===== config.mk =====
export PLATFORM = sky130hd
export DESIGN_NAME = htwd_ctrl
export DESIGN_NICKNAME = d
export VERILOG_FILES = /design/src/htwd_pkg.sv /design/src/htwd_ctrl.sv
export SDC_FILE = /design/constraint.sdc
export NUM_CORES = 1
export LEC_CHECK = 0
export BUFFER_PORTS_ARGS = -buffer_cell sky130_fd_sc_hd__buf_4
export CELL_PAD_IN_SITES_DETAIL_PLACEMENT = 1
export CELL_PAD_IN_SITES_GLOBAL_PLACEMENT = 1
export CORE_AREA = 8 8 45 47
export CTS_BUF_LIST = sky130_fd_sc_hd__clkbuf_2
export DETAILED_ROUTE_END_ITERATION = 6
export DIE_AREA = 0 0 53 55
export PLACE_DENSITY_LB_ADDON = 0.1
export SLEW_MARGIN = 20
export SYNTH_ARGS = -nofsm -noshare
export SYNTH_HDL_FRONTEND = slang
export SYNTH_SLANG_ARGS = --single-unit

===== constraint.sdc =====
create_clock -name clk_i -period 1.7 [get_ports clk_i]
set_input_delay 0.425 -clock clk_i [delete_from_list [all_inputs] [get_ports clk_i]]
set_output_delay 0.425 -clock clk_i [all_outputs]
set_load 0.02 [all_outputs]

===== src/htwd_pkg.sv =====
// Shared types and constants for the Huffman tree-walk decoder.
package htwd_pkg;

  localparam int KIND_W = 2;
  localparam int IDX_W  = 9;
  localparam int SYM_W  = 8;
  localparam int BYTE_W = 8;
  localparam int TAIL_W = 3;
  localparam int ENT_W  = 2 * IDX_W;

  localparam logic [IDX_W-1:0] ROOT_NODE = 9'd511;

  localparam logic [KIND_W-1:0] KIND_LOAD  = 2'd0;
  localparam logic [KIND_W-1:0] KIND_DATA  = 2'd1;
  localparam logic [KIND_W-1:0] KIND_FINAL = 2'd2;
  localparam logic [KIND_W-1:0] KIND_NONE  = 2'd3;

  // Controller to datapath commands.
  typedef struct packed {
    logic load;      // write a node entry from the input word
    logic start;     // latch a data byte and its bit count
    logic first_rd;  // issue the table read for the first bit
    logic step;      // consume a read result, issue the next read
    logic finish;    // flush the held symbol, close out the byte
  } htwd_cmd_t;

  // Datapath to controller status.
  typedef struct packed {
    logic leaf;
    logic last_bit;
    logic pend_valid;
    logic out_free;
  } htwd_sts_t;

endpackage


===== src/htwd_ctrl.sv =====
// Sequencer for the tree walk: accepts words and steps the datapath bit by bit.
module htwd_ctrl
  import htwd_pkg::*;
(
  input  logic              clk_i,
  input  logic              rst_ni,
  input  logic              in_valid_i,
  input  logic [KIND_W-1:0] in_kind_i,
  output logic              in_ready_o,
  input  htwd_sts_t         sts_i,
  output htwd_cmd_t         cmd_o
);

  localparam logic [1:0] ST_IDLE  = 2'd0;
  localparam logic [1:0] ST_FIRST = 2'd1;
  localparam logic [1:0] ST_WALK  = 2'd2;
  localparam logic [1:0] ST_FLUSH = 2'd3;

  logic [1:0] state_q, state_d;
  logic       accept;
  logic       stall;

  assign in_ready_o = (state_q == ST_IDLE);
  assign accept     = in_valid_i && in_ready_o;
  // A second leaf cannot retire the held symbol while the output is busy.
  assign stall      = sts_i.leaf && sts_i.pend_valid && !sts_i.out_free;

  always_comb begin
    state_d = state_q;
    cmd_o   = '0;
    unique case (state_q)
      ST_IDLE: begin
        if (accept) begin
          if (in_kind_i == KIND_LOAD) begin
            cmd_o.load = 1'b1;
          end else if (in_kind_i == KIND_DATA || in_kind_i == KIND_FINAL) begin
            cmd_o.start = 1'b1;
            state_d     = ST_FIRST;
          end
        end
      end
      ST_FIRST: begin
        cmd_o.first_rd = 1'b1;
        state_d        = ST_WALK;
      end
      ST_WALK: begin
        if (!stall) begin
          cmd_o.step = 1'b1;
          if (sts_i.last_bit) begin
            state_d = ST_FLUSH;
          end
        end
      end
      ST_FLUSH: begin
        if (!sts_i.pend_valid || sts_i.out_free) begin
          cmd_o.finish = 1'b1;
          state_d      = ST_IDLE;
        end
      end
      default: state_d = ST_IDLE;
    endcase
  end

  always_ff @(posedge clk_i or negedge rst_ni) begin
    if (!rst_ni) begin
      state_q <= ST_IDLE;
    end else begin
      state_q <= state_d;
    end
  end

endmodule


==> flow_metrics.env <==
export IMPL_wl_per_cell_um=11.8
export IMPL_yosys_area_top_type_share=0.273
export IMPL_grt_antenna_before_repair=0
export IMPL_cts_buffers_inserted=3
export IMPL_r2r_end="state_q[1]"
export IMPL_cp_num_cells=4
export IMPL_rsz0062_at_grt="true"
export IMPL_final_period_utilization=0.955
export IMPL_fin_util=0.288
export IMPL_yosys_warnings=0
export IMPL_clock_path_buffers=2
export IMPL_dp_slack_ps=-24.7
export IMPL_fillers=168
export IMPL_crit_chain="inv_1 > ha_4 > and3_1 > buf_4"
export IMPL_fin_crit_ps=1620
export IMPL_grt_total_usage=0.0498
export IMPL_yosys_cell_types_count=13
export IMPL_dieArea_um2=2920
export IMPL_max_cap_violations=0
export IMPL_ios=15
export IMPL_core_area_um2=1380
export IMPL_relSlewSlack=0.834
export IMPL_criticalPathCategory="reg2out"
export IMPL_leakage_uw=0.000215
export IMPL_fin_skew_ps=1.02
export IMPL_crit_family="flip-flops"
export IMPL_worst_ep_required_time_ps=1270
export IMPL_grt_first_pass_wirelength_mm=1.10
export IMPL_r2r_slack_ps=220
export IMPL_initial_core_util=0.165
export IMPL_fin_total_pwr_uw=593
export IMPL_io_buffers=14
export IMPL_clock_tree_root_cell="clkbuf_2"
export IMPL_route_detailed_drc=0
export IMPL_drt_iter0_markers=1
export IMPL_min_path_type="in2async"
export IMPL_power_density_nw_per_um2=1490
export IMPL_slew_viol_final=0
export IMPL_num_vias=221
export IMPL_vdd_drop_max_uv=584
export IMPL_dr_pass1_iters=4
export IMPL_ff2ff_path_depth=4
export IMPL_largest_register_ffs=2
export IMPL_grt_max_degree=6
export IMPL_start_kind="register"
export IMPL_critPathSlowestCell="dfrtp_1"
export IMPL_finalHoldViolations=0
export IMPL_crit_end="cmd_o[3]"
export IMPL_ys_ff_latch=2
export IMPL_tightest_slew_ps=250
export IMPL_reg_top3="state_q: 2 flops"
export IMPL_netlist_instances=22
export IMPL_post_cts_buffers=0
export IMPL_postSynthAreaPerCell_um2=10.4
export IMPL_regMostFlops="state_q"
export IMPL_whs_ps=16.3
export IMPL_yosysTopAreaCell="ha_1"
export IMPL_setup_violations=0
export IMPL_timing_critical_path_from="state_q[1]"
export IMPL_wl_um=648
export IMPL_r2r_start="state_q[0]"
export IMPL_tritoncts="done"
export IMPL_htreeDepth=1
export IMPL_viasPerCell=4.02
export IMPL_fmax_ghz=0.616
export IMPL_clock_latency_ps=180
export IMPL_synthesis_area_um2=229
export IMPL_drive_above_1_share=0.590
export IMPL_area_growth_syn_to_layout_pct=73.8
export IMPL_die_x_um=53
export IMPL_grt_pass1_vias=278
export IMPL_path_buf_inv=2
export IMPL_endpoint_kind="output pin"
export IMPL_row_count=14
export IMPL_grt_overflow=0
export IMPL_cpPeakStageDelay_ps=400
export IMPL_ant_nets=0
export IMPL_fin_ws_ps=77.1
export IMPL_critPathArrivalTime_ps=1200
export IMPL_synth_seq_area_share=0.219
export IMPL_critPathMaxFanout=5
export IMPL_antenna_cells=0
export IMPL_synth_nets=36
export IMPL_die_y_um=55
export IMPL_gp_congestion=0.646
export IMPL_clkSlewWorstSetupHoldPaths_ps=30
export IMPL_cts_hold_buf=0
export IMPL_synthTopCellsByArea="ha_1 27%, dfrtp_1 22%, a221oi_2 6.6%"
export IMPL_status="finished clean"
export IMPL_clock_sinks=2
export IMPL_final_nets=55
## synthesized netlist by cell type
cell type	count
mux2_1	1
and2_1	1
dfrtp_1	2
o32a_1	1
nand3b_1	1
and2b_1	1
ha_1	5
a221oi_2	1
and3_1	2
a21bo_1	1
nor2b_4	1
inv_1	4
a21boi_0	1
## how the worst min path moves through the flow
stage	slack (ps)	from	endpoint	depth (start not counted)
2_1_floorplan	130	rst_ni	state_q[0]	0
3_3_place_gp	210	rst_ni	state_q[1]	1
3_5_place_dp	210	rst_ni	state_q[0]	1
4_1_cts	3	rst_ni	state_q[1]	1
5_1_grt	1	rst_ni	state_q[0]	1
6_report	20	rst_ni	state_q[0]	1
## layer usage
| layer | GRT usage | part of all wire | vias up |
|---|---|---|---|
| met5 | 0 | 0 | - |
| met2 | 0.0840 | 0.52 | 8 |
| met4 | 0.0259 | 0 | 0 |
| li1 | - | - | 113 |
| met3 | 0.0214 | 0.13 | 0 |
| met1 | 0.0518 | 0.35 | 100 |
## placed cells by master (no fill, tap or decap), types with 2 or more instances in the layout
master	n
and3_1	2
inv_1	3
ha_1	3
clkbuf_2	3
dfrtp_1	2
buf_4	14
ha_4	2
## per-stage QoR
step,instances,cell area [um2],setup TNS (ps)
after global routing,55,398,-18.7
after floorplan,22,229,0
after detailed placement,52,354,-24.7
after global placement,52,354,-10.0
final,55,398,0
after CTS,55,374,0
## power breakdown
| group | internal, uW | switching (uW) | leakage (uW) |
|---|---|---|---|
| sequential | 75.0 | 32.0 | 0.0000239 |
| combinational | 213 | 203 | 0.000178 |
| clock | 46.8 | 24.3 | 0.0000125 |
| total | 335 | 259 | 0.000215 |
## logic make-up after synthesis
logic type | count (synthesis) | share of synthesized area
DFF | 2 | 0.219
adders and majority gates | 5 | 0.273
muxes | 1 | 0.0492
AOI/OAI and AO/OA | 4 | 0.186
and+or+nand+nor | 6 | 0.208
buffers and inverters | 4 | 0.0656
## layout make-up
class,instances,area (um2),share of cell area
multi-input combinational,16,193,0.484
timing repair buffer,14,105,0.264
sequential,2,50.0,0.126
tap,16,20.0,0.0503
clock buffer,3,15.0,0.0377
inverter,4,15.0,0.0377
## repair_timing
item	CTS	global route
gates resized for setup	3	4
pin swaps	0	0
setup endpoints to repair	3	3
endpoints found under the hold margin	0	0
Note: power is estimated with default switching activity, not from simulation.
